### config.mk
export PLATFORM = sky130hd
export DESIGN_NAME = leaky_bucket_flood_limiter
export DESIGN_NICKNAME = d
export VERILOG_FILES = /design/src/sv/lbfl_pkg.sv /design/src/sv/leaky_bucket_flood_limiter.sv /design/src/sv/lbfl_div.sv /design/src/sv/lbfl_datapath.sv /design/src/sv/lbfl_ctrl.sv
export VERILOG_INCLUDE_DIRS = /design/src /design/src/sv
export SDC_FILE = /design/constraint.sdc
export NUM_CORES = 2
export LEC_CHECK = 0
export BUFFER_PORTS_ARGS = -buffer_cell sky130_fd_sc_hd__buf_2
export CELL_PAD_IN_SITES_DETAIL_PLACEMENT = 1
export CELL_PAD_IN_SITES_GLOBAL_PLACEMENT = 1
export CORE_ASPECT_RATIO = 1.25
export CORE_MARGIN = 1
export CORE_UTILIZATION = 51
export DETAILED_ROUTE_END_ITERATION = 8
export PLACE_DENSITY_LB_ADDON = 0.1
export SLEW_MARGIN = 30
export SYNTH_ARGS = -nofsm -noshare
export SYNTH_HDL_FRONTEND = slang
export SYNTH_SLANG_ARGS = --single-unit
### constraint.sdc
create_clock -name i_clk -period 11.9 [get_ports i_clk]
set_input_delay 0.595 -clock i_clk [delete_from_list [all_inputs] [get_ports i_clk]]
set_output_delay 0.595 -clock i_clk [all_outputs]
set_load 0.01 [all_outputs]
### src/sv/leaky_bucket_flood_limiter_defines.svh
// ----------------------------------------------------------------------------
// leaky bucket flood limiter assertion macros
// shared property wrappers, clocked and disabled by the synchronous reset
// ----------------------------------------------------------------------------
`ifndef LEAKY_BUCKET_FLOOD_LIMITER_DEFINES_SVH
`define LEAKY_BUCKET_FLOOD_LIMITER_DEFINES_SVH

// same-cycle implication
`define LBFL_ASSERT_SAME(lbl, clk, rst_n, ante, cons) \
    lbl: assert property (@(posedge clk) disable iff (!rst_n) (ante) |-> (cons)) \
        else $error("leaky bucket flood limiter: same-cycle check failed");

// next-cycle implication
`define LBFL_ASSERT_NEXT(lbl, clk, rst_n, ante, cons) \
    lbl: assert property (@(posedge clk) disable iff (!rst_n) (ante) |=> (cons)) \
        else $error("leaky bucket flood limiter: next-cycle check failed");

`endif

### src/sv/lbfl_pkg.sv
// ----------------------------------------------------------------------------
// lbfl_pkg
// widths, codes, reset values and controller/datapath interface types
// ----------------------------------------------------------------------------
package lbfl_pkg;

    localparam int OP_W       = 2;
    localparam int TICK_W     = 32;
    localparam int COST_W     = 12;
    localparam int FILL_W     = 24;
    localparam int TS_W       = 20;
    localparam int PEN_W      = 16;
    localparam int THR_W      = 16;
    localparam int WARN_W     = 8;
    localparam int VERD_W     = 2;
    localparam int SIL_W      = 32;
    localparam int CFG_IDX_W  = 2;
    localparam int CFG_DATA_W = 20;
    localparam int FRAC_W     = 8;
    localparam int DVD_W      = TICK_W + FRAC_W;
    localparam int STEP_W     = 6;
    localparam int PROD_W     = FILL_W + 1 + TS_W + 1;
    localparam int SUM_W      = PROD_W + 1;

    localparam logic [STEP_W-1:0] DIV_STEPS = STEP_W'(DVD_W);

    localparam logic [OP_W-1:0] OP_CHECK      = 2'd0;
    localparam logic [OP_W-1:0] OP_RESET_TIME = 2'd1;
    localparam logic [OP_W-1:0] OP_RESET_SPAM = 2'd2;
    localparam logic [OP_W-1:0] OP_NOP        = 2'd3;

    localparam logic [VERD_W-1:0] VERDICT_OK   = 2'd0;
    localparam logic [VERD_W-1:0] VERDICT_MILD = 2'd1;
    localparam logic [VERD_W-1:0] VERDICT_HARD = 2'd2;

    localparam logic [CFG_IDX_W-1:0] CFG_TIME_SCALE    = 2'd0;
    localparam logic [CFG_IDX_W-1:0] CFG_PENALTY       = 2'd1;
    localparam logic [CFG_IDX_W-1:0] CFG_KICK_THRESHOLD = 2'd2;
    localparam logic [CFG_IDX_W-1:0] CFG_KICK_WARNINGS = 2'd3;

    localparam logic [TS_W-1:0]   RST_TIME_SCALE     = 20'd4000;
    localparam logic [PEN_W-1:0]  RST_PENALTY        = 16'd0;
    localparam logic [THR_W-1:0]  RST_KICK_THRESHOLD = 16'd5120;
    localparam logic [WARN_W-1:0] RST_KICK_WARNINGS  = 8'd3;

    localparam logic [FILL_W-1:0] SIX_UNITS = 24'd1536;
    localparam logic [FILL_W-1:0] FILL_MAX  = 24'hFFFFFF;
    localparam logic [TS_W-1:0]   MIN_SCALE = 20'd10;
    localparam logic [WARN_W-1:0] WARN_MAX  = 8'hFF;
    localparam logic [TICK_W-1:0] TICK_MAX  = 32'hFFFFFFFF;
    localparam logic [SIL_W-1:0]  SIL_POS_MAX = 32'h7FFFFFFF;
    localparam logic [SIL_W-1:0]  SIL_NEG_MIN = 32'h80000000;

    // controller to datapath
    typedef struct packed {
        logic capture;
        logic prep;
        logic div_start;
        logic drain;
        logic judge;
        logic mul;
        logic load_out;
    } t_cmd;

    // datapath to controller
    typedef struct packed {
        logic is_check;
        logic div_done;
    } t_status;

endpackage

### src/sv/leaky_bucket_flood_limiter.sv
// ----------------------------------------------------------------------------
// leaky_bucket_flood_limiter
// per-source leaky bucket flood limiter with serial drain divider
//
//   channel  direction  handshake                 payload
//   in       input      i_in_valid / o_in_stall   i_opcode, i_now_ticks, i_cost
//   out      output     o_out_valid / i_out_stall o_verdict, o_silence_ticks
//   cfg      input      i_cfg_we                  i_cfg_idx, i_cfg_wdata
//
// a check transaction steps through prep, div, drain, judge, mul and sil from
// acceptance until the input is free again; the drain divider retires one
// quotient bit per cycle over 40 bits. other opcodes skip div, drain and judge.
// one transaction is in flight at a time; the result register holds it while
// the output is stalled, and the next input is taken once the result is loaded.
// synchronous active-low reset restores register defaults and empties the bucket.
// ----------------------------------------------------------------------------
module leaky_bucket_flood_limiter #(
    parameter int AHEAD_TICKS = 1000
) (
    input  logic                              i_clk,
    input  logic                              i_rst_n,
    input  logic                              i_cfg_we,
    input  logic [lbfl_pkg::CFG_IDX_W-1:0]    i_cfg_idx,
    input  logic [lbfl_pkg::CFG_DATA_W-1:0]   i_cfg_wdata,
    input  logic                              i_in_valid,
    output logic                              o_in_stall,
    input  logic [lbfl_pkg::OP_W-1:0]         i_opcode,
    input  logic [lbfl_pkg::TICK_W-1:0]       i_now_ticks,
    input  logic [lbfl_pkg::COST_W-1:0]       i_cost,
    output logic                              o_out_valid,
    input  logic                              i_out_stall,
    output logic [lbfl_pkg::VERD_W-1:0]       o_verdict,
    output logic signed [lbfl_pkg::SIL_W-1:0] o_silence_ticks
);
    import lbfl_pkg::*;

    t_cmd    cmd;
    t_status status;

    lbfl_ctrl u_ctrl (
        .i_clk       (i_clk),
        .i_rst_n     (i_rst_n),
        .i_in_valid  (i_in_valid),
        .o_in_stall  (o_in_stall),
        .o_out_valid (o_out_valid),
        .i_out_stall (i_out_stall),
        .i_status    (status),
        .o_cmd       (cmd)
    );

    lbfl_datapath #(
        .AHEAD_TICKS (AHEAD_TICKS)
    ) u_datapath (
        .i_clk           (i_clk),
        .i_rst_n         (i_rst_n),
        .i_cfg_we        (i_cfg_we),
        .i_cfg_idx       (i_cfg_idx),
        .i_cfg_wdata     (i_cfg_wdata),
        .i_opcode        (i_opcode),
        .i_now_ticks     (i_now_ticks),
        .i_cost          (i_cost),
        .i_cmd           (cmd),
        .o_status        (status),
        .o_verdict       (o_verdict),
        .o_silence_ticks (o_silence_ticks)
    );

endmodule

### src/sv/lbfl_div.sv
// ----------------------------------------------------------------------------
// lbfl_div
// restoring serial divider, one quotient bit per cycle
// ----------------------------------------------------------------------------
module lbfl_div (
    input  logic                        i_clk,
    input  logic                        i_rst_n,
    input  logic                        i_start,
    input  logic [lbfl_pkg::DVD_W-1:0]  i_dividend,
    input  logic [lbfl_pkg::TS_W-1:0]   i_divisor,
    output logic                        o_done,
    output logic [lbfl_pkg::DVD_W-1:0]  o_quotient
);
    import lbfl_pkg::*;

    logic              r_busy, n_busy;
    logic              r_done, n_done;
    logic [STEP_W-1:0] r_cnt, n_cnt;
    logic [DVD_W-1:0]  r_dvd, n_dvd;
    logic [TS_W-1:0]   r_rem, n_rem;
    logic [TS_W-1:0]   r_dsr, n_dsr;
    logic [TS_W+1:0]   trial;
    logic              fits;

    assign trial = {1'b0, r_rem, r_dvd[DVD_W-1]} - {2'b00, r_dsr};
    assign fits  = !trial[TS_W+1];

    always_comb begin
        n_busy = r_busy;
        n_done = 1'b0;
        n_cnt  = r_cnt;
        n_dvd  = r_dvd;
        n_rem  = r_rem;
        n_dsr  = r_dsr;
        if (i_start) begin
            n_busy = 1'b1;
            n_cnt  = DIV_STEPS;
            n_dvd  = i_dividend;
            n_rem  = '0;
            n_dsr  = i_divisor;
        end else if (r_busy) begin
            // quotient bits shift in where dividend bits leave
            n_dvd = {r_dvd[DVD_W-2:0], fits};
            n_rem = fits ? trial[TS_W-1:0] : {r_rem[TS_W-2:0], r_dvd[DVD_W-1]};
            n_cnt = r_cnt - STEP_W'(1);
            if (r_cnt == STEP_W'(1)) begin
                n_busy = 1'b0;
                n_done = 1'b1;
            end
        end
    end

    always_ff @(posedge i_clk) begin
        if (!i_rst_n) begin
            r_busy <= 1'b0;
            r_done <= 1'b0;
            r_cnt  <= '0;
        end else begin
            r_busy <= n_busy;
            r_done <= n_done;
            r_cnt  <= n_cnt;
        end
        r_dvd <= n_dvd;
        r_rem <= n_rem;
        r_dsr <= n_dsr;
    end

    assign o_done     = r_done;
    assign o_quotient = r_dvd;

endmodule

### src/sv/lbfl_datapath.sv
// ----------------------------------------------------------------------------
// lbfl_datapath
// bucket state, configuration registers, drain, penalty and silence math
// ----------------------------------------------------------------------------
module lbfl_datapath #(
    parameter int AHEAD_TICKS = 1000
) (
    input  logic                            i_clk,
    input  logic                            i_rst_n,
    input  logic                            i_cfg_we,
    input  logic [lbfl_pkg::CFG_IDX_W-1:0]  i_cfg_idx,
    input  logic [lbfl_pkg::CFG_DATA_W-1:0] i_cfg_wdata,
    input  logic [lbfl_pkg::OP_W-1:0]       i_opcode,
    input  logic [lbfl_pkg::TICK_W-1:0]     i_now_ticks,
    input  logic [lbfl_pkg::COST_W-1:0]     i_cost,
    input  lbfl_pkg::t_cmd                  i_cmd,
    output lbfl_pkg::t_status               o_status,
    output logic [lbfl_pkg::VERD_W-1:0]     o_verdict,
    output logic signed [lbfl_pkg::SIL_W-1:0] o_silence_ticks
);
    import lbfl_pkg::*;

    logic [TS_W-1:0]   r_time_scale;
    logic [PEN_W-1:0]  r_penalty;
    logic [THR_W-1:0]  r_kick_thr;
    logic [WARN_W-1:0] r_kick_warn;

    logic [FILL_W-1:0] r_fill;
    logic [TICK_W-1:0] r_last_time;
    logic [WARN_W-1:0] r_warn;

    logic [OP_W-1:0]   r_op;
    logic [TICK_W-1:0] r_now;
    logic [COST_W-1:0] r_cost;
    logic [VERD_W-1:0] r_verdict;
    logic signed [PROD_W-1:0] r_prod;

    logic [VERD_W-1:0]       r_out_verdict;
    logic signed [SIL_W-1:0] r_out_silence;

    logic [TS_W-1:0]   eff_ts;
    logic [TICK_W-1:0] cur_ticks;
    logic [TICK_W-1:0] elapsed;
    logic [FILL_W:0]   cost_sum;
    logic [FILL_W-1:0] fill_cost;
    logic [DVD_W-1:0]  quotient;
    logic              div_done;
    logic              drain_all;
    logic [FILL_W-1:0] fill_drained;
    logic [FILL_W:0]   pen_sum;
    logic [FILL_W-1:0] fill_pen;
    logic              hard;
    logic [TICK_W:0]   ahead_sum;
    logic [TICK_W-1:0] ahead_time;
    logic signed [FILL_W:0]   fill_off;
    logic signed [TS_W:0]     ts_s;
    logic signed [PROD_W-1:0] prod;
    logic signed [PROD_W-1:0] prod_q;
    logic signed [TICK_W:0]   time_diff;
    logic signed [SUM_W-1:0]  sil_sum;
    logic                     sil_fits;
    logic signed [SIL_W-1:0]  sil_sat;

    assign eff_ts = (r_time_scale < MIN_SCALE) ? MIN_SCALE : r_time_scale;

    // time never runs backwards for a check
    assign cur_ticks = (r_now < r_last_time) ? r_last_time : r_now;
    assign elapsed   = cur_ticks - r_last_time;

    assign cost_sum  = {1'b0, r_fill} + (FILL_W+1)'(r_cost);
    assign fill_cost = cost_sum[FILL_W] ? FILL_MAX : cost_sum[FILL_W-1:0];

    lbfl_div u_div (
        .i_clk      (i_clk),
        .i_rst_n    (i_rst_n),
        .i_start    (i_cmd.div_start),
        .i_dividend ({elapsed, {FRAC_W{1'b0}}}),
        .i_divisor  (eff_ts),
        .o_done     (div_done),
        .o_quotient (quotient)
    );

    assign drain_all    = quotient >= DVD_W'(r_fill);
    assign fill_drained = drain_all ? '0 : (r_fill - quotient[FILL_W-1:0]);

    assign pen_sum  = {1'b0, r_fill} + (FILL_W+1)'(r_penalty);
    assign fill_pen = pen_sum[FILL_W] ? FILL_MAX : pen_sum[FILL_W-1:0];
    assign hard     = (fill_pen > FILL_W'(r_kick_thr)) && (r_warn >= r_kick_warn);

    assign ahead_sum  = {1'b0, r_now} + (TICK_W+1)'(AHEAD_TICKS);
    assign ahead_time = ahead_sum[TICK_W] ? TICK_MAX : ahead_sum[TICK_W-1:0];

    assign fill_off = $signed({1'b0, r_fill}) - $signed({1'b0, SIX_UNITS});
    assign ts_s     = $signed({1'b0, eff_ts});
    assign prod     = fill_off * ts_s;

    // arithmetic shift gives the floor for negative products too
    assign prod_q    = r_prod >>> FRAC_W;
    assign time_diff = $signed({1'b0, r_now}) - $signed({1'b0, r_last_time});
    assign sil_sum   = SUM_W'(prod_q) + SUM_W'(time_diff);
    assign sil_fits  = (sil_sum[SUM_W-1:SIL_W-1] == '0) || (sil_sum[SUM_W-1:SIL_W-1] == '1);
    assign sil_sat   = sil_fits ? sil_sum[SIL_W-1:0]
                     : (sil_sum[SUM_W-1] ? $signed(SIL_NEG_MIN) : $signed(SIL_POS_MAX));

    always_ff @(posedge i_clk) begin
        if (!i_rst_n) begin
            r_time_scale <= RST_TIME_SCALE;
            r_penalty    <= RST_PENALTY;
            r_kick_thr   <= RST_KICK_THRESHOLD;
            r_kick_warn  <= RST_KICK_WARNINGS;
            r_fill       <= '0;
            r_last_time  <= '0;
            r_warn       <= '0;
        end else begin
            if (i_cfg_we) begin
                unique case (i_cfg_idx)
                    CFG_TIME_SCALE:     r_time_scale <= i_cfg_wdata[TS_W-1:0];
                    CFG_PENALTY:        r_penalty    <= i_cfg_wdata[PEN_W-1:0];
                    CFG_KICK_THRESHOLD: r_kick_thr   <= i_cfg_wdata[THR_W-1:0];
                    CFG_KICK_WARNINGS:  r_kick_warn  <= i_cfg_wdata[WARN_W-1:0];
                endcase
            end
            if (i_cmd.prep) begin
                unique case (r_op)
                    OP_CHECK: begin
                        r_fill      <= fill_cost;
                        r_last_time <= cur_ticks;
                    end
                    OP_RESET_TIME: r_last_time <= ahead_time;
                    OP_RESET_SPAM: begin
                        r_fill <= '0;
                        r_warn <= '0;
                    end
                    OP_NOP: ;
                endcase
            end
            if (i_cmd.drain) begin
                r_fill <= fill_drained;
            end
            if (i_cmd.judge) begin
                if (r_fill > SIX_UNITS) begin
                    r_fill <= fill_pen;
                    // a hard transaction leaves the warnings alone
                    if (!hard && (r_warn != WARN_MAX)) begin
                        r_warn <= r_warn + WARN_W'(1);
                    end
                end else begin
                    r_warn <= '0;
                end
            end
        end
    end

    always_ff @(posedge i_clk) begin
        if (i_cmd.capture) begin
            r_op      <= i_opcode;
            r_now     <= i_now_ticks;
            r_cost    <= i_cost;
            r_verdict <= VERDICT_OK;
        end
        if (i_cmd.judge && (r_fill > SIX_UNITS)) begin
            r_verdict <= hard ? VERDICT_HARD : VERDICT_MILD;
        end
        if (i_cmd.mul) begin
            r_prod <= prod;
        end
        if (i_cmd.load_out) begin
            r_out_verdict <= r_verdict;
            r_out_silence <= sil_sat;
        end
    end

    assign o_status.is_check = (r_op == OP_CHECK);
    assign o_status.div_done = div_done;
    assign o_verdict         = r_out_verdict;
    assign o_silence_ticks   = r_out_silence;

endmodule

### src/sv/lbfl_ctrl.sv
// ----------------------------------------------------------------------------
// lbfl_ctrl
// sequencer for one transaction at a time and the output valid flag
// ----------------------------------------------------------------------------
`include "leaky_bucket_flood_limiter_defines.svh"

module lbfl_ctrl (
    input  logic              i_clk,
    input  logic              i_rst_n,
    input  logic              i_in_valid,
    output logic              o_in_stall,
    output logic              o_out_valid,
    input  logic              i_out_stall,
    input  lbfl_pkg::t_status i_status,
    output lbfl_pkg::t_cmd    o_cmd
);
    import lbfl_pkg::*;

    localparam logic [2:0] S_IDLE  = 3'd0;
    localparam logic [2:0] S_PREP  = 3'd1;
    localparam logic [2:0] S_DIV   = 3'd2;
    localparam logic [2:0] S_DRAIN = 3'd3;
    localparam logic [2:0] S_JUDGE = 3'd4;
    localparam logic [2:0] S_MUL   = 3'd5;
    localparam logic [2:0] S_SIL   = 3'd6;

    logic [2:0] r_state, n_state;
    logic       r_out_valid, n_out_valid;
    logic       in_acc;
    logic       load_out;

    assign o_in_stall = (r_state != S_IDLE) || !i_rst_n;
    assign in_acc     = i_in_valid && !o_in_stall;
    // result register frees up when empty or being taken this cycle
    assign load_out   = (r_state == S_SIL) && (!r_out_valid || !i_out_stall);

    always_comb begin
        n_state = r_state;
        unique case (r_state)
            S_IDLE:  if (in_acc) n_state = S_PREP;
            S_PREP:  n_state = i_status.is_check ? S_DIV : S_MUL;
            S_DIV:   if (i_status.div_done) n_state = S_DRAIN;
            S_DRAIN: n_state = S_JUDGE;
            S_JUDGE: n_state = S_MUL;
            S_MUL:   n_state = S_SIL;
            S_SIL:   if (load_out) n_state = S_IDLE;
            default: n_state = S_IDLE;
        endcase
    end

    always_comb begin
        n_out_valid = r_out_valid;
        if (load_out) begin
            n_out_valid = 1'b1;
        end else if (!i_out_stall) begin
            n_out_valid = 1'b0;
        end
    end

    always_ff @(posedge i_clk) begin
        if (!i_rst_n) begin
            r_state     <= S_IDLE;
            r_out_valid <= 1'b0;
        end else begin
            r_state     <= n_state;
            r_out_valid <= n_out_valid;
        end
    end

    assign o_cmd.capture   = in_acc;
    assign o_cmd.prep      = (r_state == S_PREP);
    assign o_cmd.div_start = (r_state == S_PREP) && i_status.is_check;
    assign o_cmd.drain     = (r_state == S_DRAIN);
    assign o_cmd.judge     = (r_state == S_JUDGE);
    assign o_cmd.mul       = (r_state == S_MUL);
    assign o_cmd.load_out  = load_out;
    assign o_out_valid     = r_out_valid;

    `LBFL_ASSERT_NEXT(a_accept_to_prep, i_clk, i_rst_n, in_acc, r_state == S_PREP)
    `LBFL_ASSERT_NEXT(a_load_sets_valid, i_clk, i_rst_n, load_out, r_out_valid)
    `LBFL_ASSERT_NEXT(a_sil_holds_on_stall, i_clk, i_rst_n,
                      (r_state == S_SIL) && r_out_valid && i_out_stall, r_state == S_SIL)
    `LBFL_ASSERT_SAME(a_div_done_only_in_div, i_clk, i_rst_n,
                      i_status.div_done, r_state == S_DIV)

endmodule
==> run_results.csv <==
group,metric,value,unit
synthesis,synth_seq_cells,336,
synthesis,netlist_area,0.04217,mm^2
worst_setup_path,worstReg2RegStart,"u_datapath.r_fill[12]",
place,place.detailed.hpwl,112400,um
worst_setup_path,cpMaxStageDelayCell,"nor3_1",
route,first_pass_iters,5,
grt,grt-ovfl-total,0,
sta,fin_tns_setup,0,ps
worst_setup_path,cp.required,12240,ps
clocking,htreeDepth,2,
worst_setup_path,regToRegSetupSlack,1920,ps
clocking,numCtsBuffers,44,
min_path,hold_class,"input port to flip-flop",
clocking,cts_tree,"done",
route,first_iter_violations,2101,
place,portBuffers,108,
grt,grt_max_degree,96,
run,drv_cap,0,
synthesis,synth_flop_cell,"edfxtp_1",
die,die_w,259.2,um
synthesis,synth-xor-area-share,4.923,%
clocking,cts_num_sinks,336,
clocking,cts_resized,0,
synthesis,yosysUniqueCellTypes,94,
synthesis,yosys.area_share.simple,16.69,%
cells_and_area,drive_gt1_share,6.428,%
cells_and_area,final_common_cell,"inv_1",
die,initial_core_util,51.62,%
cells_and_area,post-route-util,55.52,%
synthesis,synth_edf_count,172,
die,chipHeight,323.5,um
worst_setup_path,critPathLaunch,"u_datapath.r_fill[12]",
sta,slew_violations,0,
route,routed_wl,142700,um
synthesis,syn_nets,5788,
worst_setup_path,reg2reg_to,"u_datapath.r_prod[36]",
sta,rsz0062_at_grt,"no",
route,vias_per_cell,5.916,
worst_setup_path,crit_type,"flip-flop to flip-flop",
route,detail-route-antenna-nets,0,
clocking,clk_latency,650,ps
synthesis,async_flop_share,0,%
synthesis,yosysSeqAreaShare,20.04,%
die,dieArea,0.08384,mm^2
sta,skew,51.23,ps
worst_setup_path,reg2regPathDepth,31,
sta,timing.fmax,100.2,MHz
synthesis,synth_top_family_by_area,"adder cells",
place,globalplace.congestion,0.9597,
worst_setup_path,cp-endpoint,"u_datapath.r_prod[36]",
synthesis,synthMuxAreaShare,0.3561,%
route,drc_errors,0,
die,ios,109,
clocking,ctsRootBufferMaster,"clkbuf_16",
route,num_vias,35234,
sta,period_needed,9984,ps
synthesis,syn_inst,4857,
route,avgRoutedWirePerCell,23.95,um
sta,max_slew.worst_pin.slew,1065,ps
worst_setup_path,end_kind,"flip-flop",
cells_and_area,final_cell_mix,"inv_1, fa_1, nand2_1",
synthesis,yosys_warnings,0,
cells_and_area,area_delta_synth_final,7.555,%
synthesis,synth_fa_ha_area_share,34.63,%
grt,first_global_vias,38497,
die,placementRows,117,
cells_and_area,antenna_cells,0,
cells_and_area,nets,5782,
grt,antenna_found_initial,4,
clocking,clockBufferDepth,3,
worst_setup_path,cp_slowest_stage_delay,810,ps
sta,slew-limit-headroom,28.52,%
worst_setup_path,crit_arrival,10330,ps
clocking,cts_setup_buffers,0,
worst_setup_path,cp_common_cell,"fa_1",
synthesis,synth_compound_area_share,14.56,%
sta,setup_viol_count_final,0,
clocking,path_clk_slew,60,ps
worst_setup_path,crit_fanout,16,
sta,finalCritPeriodShare,83.90,%
grt,grt_usage,34.55,%
die,core,0.08169,mm^2
synthesis,syn-mean-instance-area,8.681,um^2
sta,finalHoldViolCount,0,
clocking,cts_hold_buf,0,
run_status,status,"finished, final reports clean",
worst_setup_path,start_kind,"flip-flop",
min_path,min_from,"i_cost[7]",
grt,grt_pass1_wl,219300,um
-- per-stage QoR --
step           hold slack (ps)  setup slack [ps]  instance area, um^2  instances
5_1_grt                  114.3              1500                45350       5956
3_5_place_dp             414.2              2084                43770       5876
2_1_floorplan            400.3              3651                42170       4857
6_report                 123.7              1916                45350       5956
3_3_place_gp             401.8              2414                43730       5876
4_1_cts                  92.88              2017                45330       5956
-- synthesized netlist by cell type, drive strengths merged (9+ instances only) --
library cell / n / share of area [%]
o31ai: 17 / 0.31
nand2b: 37 / 0.55
a21oi: 300 / 3.6
or3: 17 / 0.25
and2: 257 / 3.8
edfxtp: 172 / 12
nor2b: 40 / 0.59
nand3: 101 / 1.2
a2111oi: 21 / 0.45
a311oi: 15 / 0.35
a31oi: 29 / 0.47
nand4: 34 / 0.50
o211ai: 26 / 0.47
o21ai: 259 / 3.1
a221oi: 14 / 0.31
buf: 17 / 0.24
nor3: 81 / 0.96
or4: 10 / 0.18
o22ai: 9 / 0.13
a21boi: 10 / 0.19
xnor2: 159 / 3.3
mux2i: 15 / 0.36
a21o: 83 / 1.5
dfxtp: 164 / 7.8
nand3b: 10 / 0.18
clkbuf: 206 / 1.8
and3: 27 / 0.41
nor2: 310 / 2.8
o21bai: 24 / 0.44
a211oi: 42 / 0.81
o21a: 43 / 0.77
ha: 343 / 10
nor3b: 10 / 0.18
nor4: 17 / 0.27
nand2: 489 / 4.4
xor2: 78 / 1.6
fa: 515 / 24
inv: 748 / 6.7
-- area by class of cell --
class | count | area, um^2
clock inverters | 31 | 429.2
fillers | 9664 | 36330
well taps | 1071 | 1340
clock buffers | 49 | 1130
inverters | 756 | 2839
flip-flops and latches | 336 | 8456
multi-input cells | 3542 | 30140
repair buffers | 171 | 1013
-- flip-flops by register name, summed over array words and instances, names as in the netlist, 24 cells and up --
register	flops
u_datapath.o_silence_ticks	32
u_datapath.r_prod	38
u_datapath.u_div.o_quotient	40
u_datapath.r_fill	24
u_datapath.r_last_time	32
u_datapath.r_now	32
-- routing by layer --
| layer | part of all wire [%] | track usage (%) | vias to the layer above |
|---|---|---|---|
| met5 | 0 | 0 | - |
| met4 | 8.0 | 24.78 | 0 |
| met3 | 4.4 | 3.894 | 443 |
| met2 | 51 | 62.11 | 1003 |
| met1 | 37 | 37.67 | 17860 |
| li1 | - | - | 15928 |
-- worst max-delay path, delay by kind of cell (launching register included) --
family                     cells  cell delay, ps
AOI/OAI and AO/OA             10            2110
adders and majority gates      8            3910
buffers and inverters          6             780
DFF                            1             480
and+or+nand+nor                5            1960
xor gates and xnor gates       2             410
-- how the worst min path moves through the flow --
stage / cells past startpoint / endpoint
final: 1 / u_datapath.r_cost[7]
after global routing: 1 / u_datapath.r_cost[7]
after CTS: 1 / u_datapath.r_cost[11]
after detailed placement: 0 / u_datapath.o_verdict[0]
after global placement: 0 / u_datapath.o_verdict[0]
after floorplan: 0 / u_datapath.o_verdict[0]
-- logic make-up (layout without fill, tap and decap cells) --
family                     count (synthesis)  in the layout
adders and majority gates                858            858
and+or+nand+nor                         1463           1463
DFF                                      336            336
xor gates and xnor gates                 237            237
buffers and inverters                    979           1007
AOI/OAI and AO/OA                        969            969
muxes                                     15             15
Power is not shown: default switching activity piles up to over one toggle a cycle in this logic, so the estimate is an artifact.
